File: config.mk
export PLATFORM = sky130hd
export DESIGN_NAME = robot_cleaner_motion_fsm_top_flat
export DESIGN_NICKNAME = d
export VERILOG_FILES = /design/src/sv/rcm_pkg.sv /design/src/sv/rcm_in_if.sv /design/src/sv/rcm_out_if.sv /design/src/sv/robot_cleaner_motion_fsm_top.sv /design/src/sv/rcm_cfg.sv /design/src/sv/rcm_core.sv /design/src/flat_wrapper.sv
export SDC_FILE = /design/constraint.sdc
export NUM_CORES = 1
export LEC_CHECK = 0
export BUFFER_PORTS_ARGS = -buffer_cell sky130_fd_sc_hd__buf_2
export CORE_ASPECT_RATIO = 1.25
export CORE_UTILIZATION = 45
export CTS_CLUSTER_SIZE = 10
export DETAILED_ROUTE_END_ITERATION = 12
export GPL_ROUTABILITY_DRIVEN = 1
export PLACE_DENSITY = 0.71
export SLEW_MARGIN = 20
export SYNTH_ARGS = -nofsm -noshare
export SYNTH_HDL_FRONTEND = slang
export SYNTH_SLANG_ARGS = --single-unit
File: constraint.sdc
create_clock -name clk_i -period 3.9 [get_ports clk_i]
set_input_delay 0.195 -clock clk_i [delete_from_list [all_inputs] [get_ports clk_i]]
set_output_delay 0.195 -clock clk_i [all_outputs]
set_load 0.02 [all_outputs]
File: src/sv/rcm_pkg.sv
// rcm_pkg: shared types, codes and reset values for the cleaning robot
// motion controller. No dependencies; compiled first.
`timescale 1ns / 1ps

package rcm_pkg;

  // default width of the saturating tick counter
  localparam int unsigned TICK_WIDTH_DEF = 8;

  // configuration thresholds
  localparam int unsigned THRESH_W = 8;
  localparam logic [THRESH_W-1:0] TURN_TICKS_RST  = 8'd15;
  localparam logic [THRESH_W-1:0] BOOST_TICKS_RST = 8'd10;

  // apb register map: two 32-bit registers at byte offsets 0 and 4
  localparam int unsigned DATA_W    = 32;
  localparam int unsigned ADDR_W    = 3;
  localparam int unsigned REG_IDX_W = 1;
  localparam logic [REG_IDX_W-1:0] REG_TURN_TICKS  = 1'd0;
  localparam logic [REG_IDX_W-1:0] REG_BOOST_TICKS = 1'd1;

  // item kinds
  localparam logic CMD_SENSOR = 1'b0;
  localparam logic CMD_TICK   = 1'b1;

  typedef enum logic [2:0] {
    MOTOR_FWD   = 3'd0,
    MOTOR_LEFT  = 3'd1,
    MOTOR_RIGHT = 3'd2,
    MOTOR_BACK  = 3'd3,
    MOTOR_BOOST = 3'd4,
    MOTOR_STOP  = 3'd5
  } motor_e;

  typedef enum logic [1:0] {
    SUCTION_OFF   = 2'd0,
    SUCTION_ON    = 2'd1,
    SUCTION_BOOST = 2'd2
  } suction_e;

  typedef struct packed {
    logic dust;
    logic back;
    logic right;
    logic left;
    logic front;
  } flags_t;

  typedef struct packed {
    logic   cmd;
    flags_t flags;
  } item_t;

  typedef struct packed {
    motor_e   motor_mode;
    suction_e suction_mode;
    logic     mode_changed;
  } result_t;

  typedef struct packed {
    logic [THRESH_W-1:0] turn_ticks;
    logic [THRESH_W-1:0] boost_ticks;
  } cfg_t;

endpackage

File: src/sv/rcm_in_if.sv
// rcm_in_if: valid/ready channel carrying sensor updates and ticks.
// No dependencies.
`timescale 1ns / 1ps

interface rcm_in_if;
  logic valid;
  logic ready;
  logic cmd;
  logic obstacle_front;
  logic obstacle_left;
  logic obstacle_right;
  logic obstacle_back;
  logic dust_seen;

  modport source (
    output valid, cmd, obstacle_front, obstacle_left, obstacle_right,
           obstacle_back, dust_seen,
    input  ready
  );

  modport sink (
    input  valid, cmd, obstacle_front, obstacle_left, obstacle_right,
           obstacle_back, dust_seen,
    output ready
  );
endinterface

File: src/sv/rcm_out_if.sv
// rcm_out_if: valid/ready channel carrying motor and suction results.
// No dependencies.
`timescale 1ns / 1ps

interface rcm_out_if;
  logic       valid;
  logic       ready;
  logic [2:0] motor_mode;
  logic [1:0] suction_mode;
  logic       mode_changed;

  modport source (
    output valid, motor_mode, suction_mode, mode_changed,
    input  ready
  );

  modport sink (
    input  valid, motor_mode, suction_mode, mode_changed,
    output ready
  );
endinterface

File: src/sv/robot_cleaner_motion_fsm_top.sv
// robot_cleaner_motion_fsm_top: cleaning robot motion controller top level.
// Depends on rcm_pkg, rcm_in_if, rcm_out_if, rcm_cfg and rcm_core.
`timescale 1ns / 1ps

// Usage
//   in_i  : valid/ready channel, one transaction per sensor update (cmd 0)
//           or controller tick (cmd 1).
//   out_o : valid/ready channel, exactly one result per input transaction,
//           in order: motor mode, suction mode, and whether the motor mode
//           changed.
//   apb   : register 0 at offset 0 is turn_ticks, register 1 at offset 4 is
//           boost_ticks; write only while no transaction is in flight.
// Results are registered in the result register, or the skid register while
// one is held. One transaction per cycle when in_i.ready is high; the state
// update is a single level of mode logic plus the tick counter increment.
// A two-entry output buffer (result register plus skid register) lets input
// be taken while one result waits; in_i.ready drops only when both entries
// are full, i.e. after the receiver has stalled two results.
// Reset puts the motor in forward, suction on, counter and sensor flags to
// zero, thresholds to 15 and 10, and empties the output buffer.

module robot_cleaner_motion_fsm_top #(
  parameter int unsigned TICK_WIDTH = rcm_pkg::TICK_WIDTH_DEF
) (
  input  logic                        clk_i,
  input  logic                        rst_ni,
  rcm_in_if.sink                      in_i,
  rcm_out_if.source                   out_o,
  input  logic                        psel,
  input  logic                        penable,
  input  logic                        pwrite,
  input  logic [rcm_pkg::ADDR_W-1:0]  paddr,
  input  logic [rcm_pkg::DATA_W-1:0]  pwdata,
  output logic [rcm_pkg::DATA_W-1:0]  prdata,
  output logic                        pready
);
  import rcm_pkg::*;

  cfg_t    cfg;
  item_t   item;
  result_t res;
  logic    accept;

  result_t out_q, out_d, skid_q, skid_d;
  logic    out_valid_q, out_valid_d, skid_valid_q, skid_valid_d;

  assign pready = 1'b1;

  rcm_cfg u_cfg (
    .clk_i     (clk_i),
    .rst_ni    (rst_ni),
    .psel_i    (psel),
    .penable_i (penable),
    .pwrite_i  (pwrite),
    .paddr_i   (paddr),
    .pwdata_i  (pwdata),
    .prdata_o  (prdata),
    .cfg_o     (cfg)
  );

  // input transaction
  assign in_i.ready  = !skid_valid_q;
  assign accept      = in_i.valid && in_i.ready;
  assign item.cmd    = in_i.cmd;
  assign item.flags  = '{dust:  in_i.dust_seen,
                         back:  in_i.obstacle_back,
                         right: in_i.obstacle_right,
                         left:  in_i.obstacle_left,
                         front: in_i.obstacle_front};

  rcm_core #(
    .TICK_WIDTH (TICK_WIDTH)
  ) u_core (
    .clk_i    (clk_i),
    .rst_ni   (rst_ni),
    .accept_i (accept),
    .item_i   (item),
    .cfg_i    (cfg),
    .result_o (res)
  );

  // output buffer: result register with skid entry behind it
  always_comb begin
    out_d        = out_q;
    out_valid_d  = out_valid_q;
    skid_d       = skid_q;
    skid_valid_d = skid_valid_q;
    if (out_valid_q && !out_o.ready) begin
      if (accept) begin
        skid_d       = res;
        skid_valid_d = 1'b1;
      end
    end else if (skid_valid_q) begin
      out_d        = skid_q;
      out_valid_d  = 1'b1;
      skid_d       = res;
      skid_valid_d = accept;
    end else begin
      out_d       = res;
      out_valid_d = accept;
    end
  end

  always_ff @(posedge clk_i or negedge rst_ni) begin
    if (!rst_ni) begin
      out_valid_q  <= 1'b0;
      skid_valid_q <= 1'b0;
    end else begin
      out_valid_q  <= out_valid_d;
      skid_valid_q <= skid_valid_d;
    end
  end

  always_ff @(posedge clk_i) begin
    out_q  <= out_d;
    skid_q <= skid_d;
  end

  assign out_o.valid        = out_valid_q;
  assign out_o.motor_mode   = out_q.motor_mode;
  assign out_o.suction_mode = out_q.suction_mode;
  assign out_o.mode_changed = out_q.mode_changed;

  // skid entry is only used behind a held result
  a_skid_behind_out: assert property (@(posedge clk_i) disable iff (!rst_ni)
    skid_valid_q |-> out_valid_q)
    else $error("skid entry full with result register empty");

  // a transaction into an empty buffer shows up next cycle
  a_accept_shows: assert property (@(posedge clk_i) disable iff (!rst_ni)
    accept && !out_valid_q |=> out_valid_q && !skid_valid_q)
    else $error("accepted transaction not presented");

  // a taken result with a waiting skid entry refills the result register
  a_skid_drains: assert property (@(posedge clk_i) disable iff (!rst_ni)
    skid_valid_q && out_o.ready |=> out_valid_q)
    else $error("skid entry lost");

endmodule

File: src/sv/rcm_cfg.sv
// rcm_cfg: apb register file holding the turn and boost tick thresholds.
// Depends on rcm_pkg.
`timescale 1ns / 1ps

module rcm_cfg (
  input  logic                         clk_i,
  input  logic                         rst_ni,
  input  logic                         psel_i,
  input  logic                         penable_i,
  input  logic                         pwrite_i,
  input  logic [rcm_pkg::ADDR_W-1:0]   paddr_i,
  input  logic [rcm_pkg::DATA_W-1:0]   pwdata_i,
  output logic [rcm_pkg::DATA_W-1:0]   prdata_o,
  output rcm_pkg::cfg_t                cfg_o
);
  import rcm_pkg::*;

  logic [REG_IDX_W-1:0] idx;
  logic                 wr_en;
  cfg_t                 cfg_q, cfg_d;

  // register index from the word address, byte lanes ignored
  assign idx   = paddr_i[ADDR_W-1 -: REG_IDX_W];
  assign wr_en = psel_i && penable_i && pwrite_i;

  // write decode
  always_comb begin
    cfg_d = cfg_q;
    if (wr_en) begin
      case (idx)
        REG_TURN_TICKS:  cfg_d.turn_ticks  = pwdata_i[THRESH_W-1:0];
        REG_BOOST_TICKS: cfg_d.boost_ticks = pwdata_i[THRESH_W-1:0];
        default: ;
      endcase
    end
  end

  always_ff @(posedge clk_i or negedge rst_ni) begin
    if (!rst_ni) begin
      cfg_q.turn_ticks  <= TURN_TICKS_RST;
      cfg_q.boost_ticks <= BOOST_TICKS_RST;
    end else begin
      cfg_q <= cfg_d;
    end
  end

  // read mux
  always_comb begin
    case (idx)
      REG_TURN_TICKS:  prdata_o = {{(DATA_W-THRESH_W){1'b0}}, cfg_q.turn_ticks};
      REG_BOOST_TICKS: prdata_o = {{(DATA_W-THRESH_W){1'b0}}, cfg_q.boost_ticks};
      default:         prdata_o = '0;
    endcase
  end

  assign cfg_o = cfg_q;

endmodule

File: src/sv/rcm_core.sv
// rcm_core: motion/suction state, tick counter and sensor latch, stepped
// once per accepted transaction. Depends on rcm_pkg.
`timescale 1ns / 1ps

module rcm_core #(
  parameter int unsigned TICK_WIDTH = rcm_pkg::TICK_WIDTH_DEF
) (
  input  logic              clk_i,
  input  logic              rst_ni,
  input  logic              accept_i,
  input  rcm_pkg::item_t    item_i,
  input  rcm_pkg::cfg_t     cfg_i,
  output rcm_pkg::result_t  result_o
);
  import rcm_pkg::*;

  // compare width covers both counter and threshold
  localparam int unsigned CmpW = (TICK_WIDTH > THRESH_W) ? TICK_WIDTH : THRESH_W;

  motor_e                motion_q, motion_d;
  suction_e              suction_q, suction_d;
  logic [TICK_WIDTH-1:0] cnt_q, cnt_d, cnt_inc;
  flags_t                latch_q, latch_d;
  logic                  turn_done, boost_done;

  // saturating increment and threshold checks
  assign cnt_inc    = (&cnt_q) ? cnt_q : cnt_q + 1'b1;
  assign turn_done  = CmpW'(cnt_inc) >= CmpW'(cfg_i.turn_ticks);
  assign boost_done = CmpW'(cnt_inc) >= CmpW'(cfg_i.boost_ticks);

  // next state
  always_comb begin
    motion_d  = motion_q;
    suction_d = suction_q;
    cnt_d     = cnt_q;
    latch_d   = latch_q;
    if (accept_i) begin
      if (item_i.cmd == CMD_SENSOR) begin
        latch_d = item_i.flags;
      end else begin
        cnt_d = cnt_inc;
        case (motion_q)
          MOTOR_FWD: begin
            if (latch_q.front) begin
              if (!latch_q.left) begin
                cnt_d    = '0;
                motion_d = MOTOR_LEFT;
              end else if (!latch_q.right) begin
                cnt_d    = '0;
                motion_d = MOTOR_RIGHT;
              end else begin
                motion_d = MOTOR_BACK;
              end
              suction_d = SUCTION_OFF;
            end else if (latch_q.dust) begin
              cnt_d     = '0;
              motion_d  = MOTOR_BOOST;
              suction_d = SUCTION_BOOST;
            end
          end
          MOTOR_LEFT, MOTOR_RIGHT: begin
            if (turn_done) begin
              motion_d      = MOTOR_FWD;
              suction_d     = SUCTION_ON;
              latch_d.front = 1'b0;
              cnt_d         = '0;
            end
          end
          MOTOR_BACK: begin
            if (!latch_q.left && !latch_q.right) begin
              motion_d = MOTOR_LEFT;
            end else if (latch_q.left && !latch_q.right) begin
              motion_d = MOTOR_RIGHT;
            end else if (latch_q.back && latch_q.left && latch_q.right) begin
              motion_d = MOTOR_STOP;
            end
          end
          MOTOR_BOOST: begin
            if (latch_q.front || boost_done) begin
              motion_d  = MOTOR_FWD;
              suction_d = SUCTION_ON;
              cnt_d     = '0;
            end
          end
          default: ;
        endcase
      end
    end
  end

  always_ff @(posedge clk_i or negedge rst_ni) begin
    if (!rst_ni) begin
      motion_q  <= MOTOR_FWD;
      suction_q <= SUCTION_ON;
      cnt_q     <= '0;
      latch_q   <= '0;
    end else begin
      motion_q  <= motion_d;
      suction_q <= suction_d;
      cnt_q     <= cnt_d;
      latch_q   <= latch_d;
    end
  end

  // result for this transaction
  always_comb begin
    result_o.motor_mode   = motion_d;
    result_o.suction_mode = suction_d;
    result_o.mode_changed = (motion_d != motion_q);
  end

  // stop is left only through reset
  a_stop_sticky: assert property (@(posedge clk_i) disable iff (!rst_ni)
    motion_q == MOTOR_STOP |=> motion_q == MOTOR_STOP)
    else $error("stop mode was left");

  // forward always runs with suction on, boost with suction boost
  a_fwd_suction: assert property (@(posedge clk_i) disable iff (!rst_ni)
    motion_q == MOTOR_FWD |-> suction_q == SUCTION_ON)
    else $error("forward without suction on");

  a_boost_suction: assert property (@(posedge clk_i) disable iff (!rst_ni)
    motion_q == MOTOR_BOOST |-> suction_q == SUCTION_BOOST)
    else $error("boost without suction boost");

  // a sensor update never moves the motor mode
  a_sensor_keeps_mode: assert property (@(posedge clk_i) disable iff (!rst_ni)
    accept_i && item_i.cmd == CMD_SENSOR |=> $stable(motion_q))
    else $error("sensor update changed motor mode");

endmodule

File: src/flat_wrapper.sv
// flat-port wrapper written by rule: the top's interface ports become plain ports
module robot_cleaner_motion_fsm_top_flat import rcm_pkg::*;
#(
  parameter int unsigned TICK_WIDTH = rcm_pkg::TICK_WIDTH_DEF
)
  (clk_i, rst_ni, psel, penable, pwrite, paddr, pwdata, prdata, pready, in_i_valid, in_i_cmd, in_i_obstacle_front, in_i_obstacle_left, in_i_obstacle_right, in_i_obstacle_back, in_i_dust_seen, in_i_ready, out_o_valid, out_o_motor_mode, out_o_suction_mode, out_o_mode_changed, out_o_ready);
  rcm_in_if in_i_i ();
  rcm_out_if out_o_i ();
  input  logic clk_i;
  input  logic rst_ni;
  input  logic psel;
  input  logic penable;
  input  logic pwrite;
  input  logic [rcm_pkg::ADDR_W-1:0] paddr;
  input  logic [rcm_pkg::DATA_W-1:0] pwdata;
  output logic [rcm_pkg::DATA_W-1:0] prdata;
  output logic pready;
  input wire logic [$bits(in_i_i.valid)-1:0] in_i_valid;
  input wire logic [$bits(in_i_i.cmd)-1:0] in_i_cmd;
  input wire logic [$bits(in_i_i.obstacle_front)-1:0] in_i_obstacle_front;
  input wire logic [$bits(in_i_i.obstacle_left)-1:0] in_i_obstacle_left;
  input wire logic [$bits(in_i_i.obstacle_right)-1:0] in_i_obstacle_right;
  input wire logic [$bits(in_i_i.obstacle_back)-1:0] in_i_obstacle_back;
  input wire logic [$bits(in_i_i.dust_seen)-1:0] in_i_dust_seen;
  output wire logic [$bits(in_i_i.ready)-1:0] in_i_ready;
  output wire logic [$bits(out_o_i.valid)-1:0] out_o_valid;
  output wire logic [$bits(out_o_i.motor_mode)-1:0] out_o_motor_mode;
  output wire logic [$bits(out_o_i.suction_mode)-1:0] out_o_suction_mode;
  output wire logic [$bits(out_o_i.mode_changed)-1:0] out_o_mode_changed;
  input wire logic [$bits(out_o_i.ready)-1:0] out_o_ready;
  assign in_i_i.valid = in_i_valid;
  assign in_i_i.cmd = in_i_cmd;
  assign in_i_i.obstacle_front = in_i_obstacle_front;
  assign in_i_i.obstacle_left = in_i_obstacle_left;
  assign in_i_i.obstacle_right = in_i_obstacle_right;
  assign in_i_i.obstacle_back = in_i_obstacle_back;
  assign in_i_i.dust_seen = in_i_dust_seen;
  assign in_i_ready = in_i_i.ready;
  assign out_o_valid = out_o_i.valid;
  assign out_o_motor_mode = out_o_i.motor_mode;
  assign out_o_suction_mode = out_o_i.suction_mode;
  assign out_o_mode_changed = out_o_i.mode_changed;
  assign out_o_i.ready = out_o_ready;
  robot_cleaner_motion_fsm_top #(.TICK_WIDTH(TICK_WIDTH)) u_core (.clk_i(clk_i), .rst_ni(rst_ni), .in_i(in_i_i), .out_o(out_o_i), .psel(psel), .penable(penable), .pwrite(pwrite), .paddr(paddr), .pwdata(pwdata), .prdata(prdata), .pready(pready));
endmodule
==> impl_summary.txt <==
----------------------------------------------------
[Power]
  Total power ... 2160 uW
  Static Leak ... 0.00152 uW
  IR drop worst, VDD ... 0.324 mV
  Power per cell area ... 643 mW/mm2

[Synth]
  Synthesized-area fraction occupied by and/or/nand/nor cells ... 14.9%
  Leading post-synthesis cells by cell area ... sky130_fd_sc_hd__dfrtp_1, sky130_fd_sc_hd__edfxtp_1, sky130_fd_sc_hd__mux2_2, sky130_fd_sc_hd__ha_1, sky130_fd_sc_hd__buf_4
  Combinational family with the most area after synthesis ... simple AND/OR/NAND/NOR gates
  Synthesized cell area ... 0.00303 mm2
  Synth cell count leaders ... sky130_fd_sc_hd__nand2_1, sky130_fd_sc_hd__dfrtp_1, sky130_fd_sc_hd__buf_4, sky130_fd_sc_hd__inv_1, sky130_fd_sc_hd__mux2_2
  Library cell with the highest instance count after synthesis ... sky130_fd_sc_hd__nand2_1
  Mux contribution to synthesized area ... 9.42%
  Number of library cell types mapped by synthesis ... 55
  Post-synthesis cell type with the largest combined area ... sky130_fd_sc_hd__dfrtp_1
  XOR/XNOR Fraction of Synth Area ... 0.868%
  Post-synth EDFFs ... 12
  Proportion of synthesized flip-flops having asynchronous set or reset ... 75.0%
  Area fraction of the dominant cell type after synthesis ... 24.0%
  Part of the Yosys area used for sequential elements ... 41.9%
  Area share of fa/ha/maj cells after synthesis ... 7.02%
  Per-instance average area after synthesis ... 9.80 um2
  Count of state elements after synthesis ... 48
  Yosys warning count ... 0
  Most common flop cell mapped by yosys ... sky130_fd_sc_hd__dfrtp_1
  Compound-gate portion of the synthesized area ... 14.7%
  Gate Count Post-Synth ... 309

[Routing]
  Via total after detailed routing ... 2270
  Number of iterations in the first detailed-routing pass ... 4
  Post-Route WL ... 5880 um
  Wirelength per Cell ... 13.5 um
  Post-DR vias/cell ... 5.22
  Remaining routing DRC violations ... 0
  Initial DRC count ... 76
  Antenna viol nets, final ... 0

[STA]
  Fin crit period ... 3.53 ns
  Total Neg Setup Slack ... 0 ns
  Final Hold Vio Count ... 0
  Clock tree skew after final layout ... 0.00520 ns
  Total setup violations reported at the end of the flow ... 0
  Setup repair after global routing missed its margin ... no
  Relative slew slack ... 44.4%
  Final period util ... 90.5%
  Slew at the pin closest to its max-slew limit ... 0.825 ns
  Min setup slack post-route ... 0.369 ns
  Final number of max-transition violations ... 0
  Top achievable clock speed ... 283 MHz

[Clock tree]
  Number of buffers added for setup after CTS ... 0
  Resized cells post-CTS ... 0
  H-tree depth ... 2
  Sinks on Clock Net ... 48
  Insertion delay of the later-clocked pin in the worst-skew pair ... 0.31 ns
  Buffer levels on the longest clock path ... 2
  CTS tree ... yes
  Clock tree root buffer cell ... sky130_fd_sc_hd__clkbuf_8
  CTS Buf Count ... 5
  Number of buffers inserted for hold repair after clock tree synthesis ... 1
  Clock-pin transition on the worst setup and hold timing paths ... 0.09 ns

[Layout]
  Layout net count ... 412
  Share of post-route cells with drive strength above 1 ... 26.1%
  Diode insertion count for antenna repair ... 0
  Final cell count without fillers ... 435
  Area grow syn2layout ... 10.8%

[Place]
  Worst slack, placed ... 0.389 ns
  Final RePlAce weighted congestion ... 0.804
  Detail Placement HPWL ... 4550 um
  Placed cells ... 426
  I/O Buffers ... 37

[Critical path]
  Max FO, Critical Path ... 6
  Setup Crit Path Kind ... reg -> reg
  Element type at the critical path end ... flip-flop
  Data arrival time of the critical path ... 3.60 ns
  Critical path data required time ... 3.97 ns
  Type of element launching the critical path ... flip-flop
  Maximum single-stage delay on the critical path ... 0.47 ns
  Chain of cells forming the critical path ... ha_1, nand2_1, nor3_1, buf_4, xnor2_1, ha_1, nand2b_4, a2111o_1, a2111oi_4, nor3_1, or4_4, mux2_4
  Slowest stage cell on the critical path ... sky130_fd_sc_hd__a2111o_1

[Global routing]
  Overflow left after global routing ... 0
  Number of antenna violations at the first check in global routing ... 0
  Vias in the first global route ... 2275
  First-pass GRT wire length ... 10100 um
  Overall routing resource usage ... 18.6%
  Pin count of the biggest net entering global routing ... 37

[Die]
  Number of placement rows ... 33
  Starting Density ... 46.4%
  Die outline area ... 0.00706 mm2
  Width of the die ... 75.4 um
  I/O pin cnt ... 89
  Area of the core ... 0.00652 mm2
  Vertical die dimension ... 93.7 um

[Min path]
  Path type of the worst min-delay path ... in -> reg

[Outcome]
  Status ... finished, final reports clean

[Job]
  Maximum capacitance violations ... 0

----------------------------------------------------
[cell type report]
class	count	area, um2
fill	625	3170
multi-input combinational	224	1520
sequential	48	1270
tap	87	109
timing repair buffer	42	225
clock inverter	3	68.8
inverter	26	97.6
clock buffer	5	68.8
[power breakdown]
part	switching [uW]	leakage [uW]	internal [uW]	total, uW
Combinational	512	0.000904	400	911
Clock	181	0.0000687	258	439
Sequential	127	0.000548	680	807
[flip-flops by register name, indices dropped and copies added (netlist names)]
| name | count |
|---|---|
| u_core.u_core.latch_q | 5 |
| u_core.skid_q | 6 |
| u_core.u_core.cnt_q | 8 |
| u_core.out_o.motor_mode | 3 |
| u_core.skid_valid_q | 1 |
| u_core.u_core.motion_q | 3 |
| u_core.u_core.suction_q | 2 |
| u_core.out_o.mode_changed | 1 |
| u_core.out_o.suction_mode | 2 |
| u_core.u_cfg.cfg_o | 16 |
| u_core.out_o.valid | 1 |
[through the flow]
step / instance area, um2 / util (%) / hold slack (ns)
6_report: 3350 / 51.4 / 0.0938
5_1_grt: 3350 / 51.4 / 0.0992
4_1_cts: 3350 / 51.4 / 0.0953
3_5_place_dp: 3210 / 49.2 / 0.335
3_3_place_gp: 3210 / 49.2 / 0.341
2_1_floorplan: 3110 / - / -0.101
[metal layers]
layer / vias up / part of all wire (%) / wire length [um] / track usage [%]
met1: 1066 / 43 / 2550 / 22.6
met4: 0 / 2.1 / 125 / 7.56
met2: 66 / 50 / 2930 / 31.7
met3: 14 / 4.6 / 273 / 3.65
li1: 1124 / - / - / -
met5: - / 0 / 0 / 0
[final timing paths]
path                                                 startpoint                              endpoint  slack [ns]  depth (start not counted)
min reg2reg                u_core.u_core.latch_q[3]$_DFFE_PN0P_  u_core.u_core.latch_q[3]$_DFFE_PN0P_        0.51                          1
max reg2reg                  u_core.u_core.cnt_q[0]$_DFFE_PN0P_   u_core.out_o.mode_changed$_DFFE_PN_        0.37                         12
max                          u_core.u_core.cnt_q[0]$_DFFE_PN0P_   u_core.out_o.mode_changed$_DFFE_PN_        0.37                         12
min in group asynchronous                                rst_ni  u_core.u_core.latch_q[0]$_DFFE_PN0P_        0.50                          2
max in group asynchronous                                rst_ni  u_core.u_core.latch_q[3]$_DFFE_PN0P_        2.89                          2
min                                         in_i_obstacle_right  u_core.u_core.latch_q[2]$_DFFE_PN0P_        0.09                          3
[worst max-delay path: cells and delay by family, from the launching register on]
kind | cells | cell delay (ns)
buffers and inverters | 1 | 0.17
AOI/OAI and AO/OA | 2 | 0.84
and+or+nand+nor | 5 | 0.97
adders and majority gates | 2 | 0.51
xor gates and xnor gates | 1 | 0.15
DFF | 1 | 0.40
muxes | 1 | 0.27
[cell families after synthesis]
group                      after synthesis
other                                    2
DFF                                     48
muxes                                   25
and+or+nand+nor                         90
adders and majority gates               17
xor gates and xnor gates                 3
buffers and inverters                   60
AOI/OAI and AO/OA                       64
[placed cells by master (no fill, tap or decap), drive strengths merged, types with 2 or more instances in the layout]
master and count:
a31oi 4, nand3b 3, dfrtp 29, or2 2
a311oi 2, a2111oi 2, mux2 25, o22ai 4
a21oi 11, or4 2, ha 17, buf 41
inv 27, nor2 15, dfstp 7, nand3 10
nor3 9, o21a 2, and3 3, o31ai 3
o211ai 5, nand4 3, edfxtp 12, nand2b 7
nand2 30, a21o 2, o21ai 18, xnor2 3
conb 25, bufinv 2, clkbuf 5
Note: power is estimated with default switching activity, not from simulation.
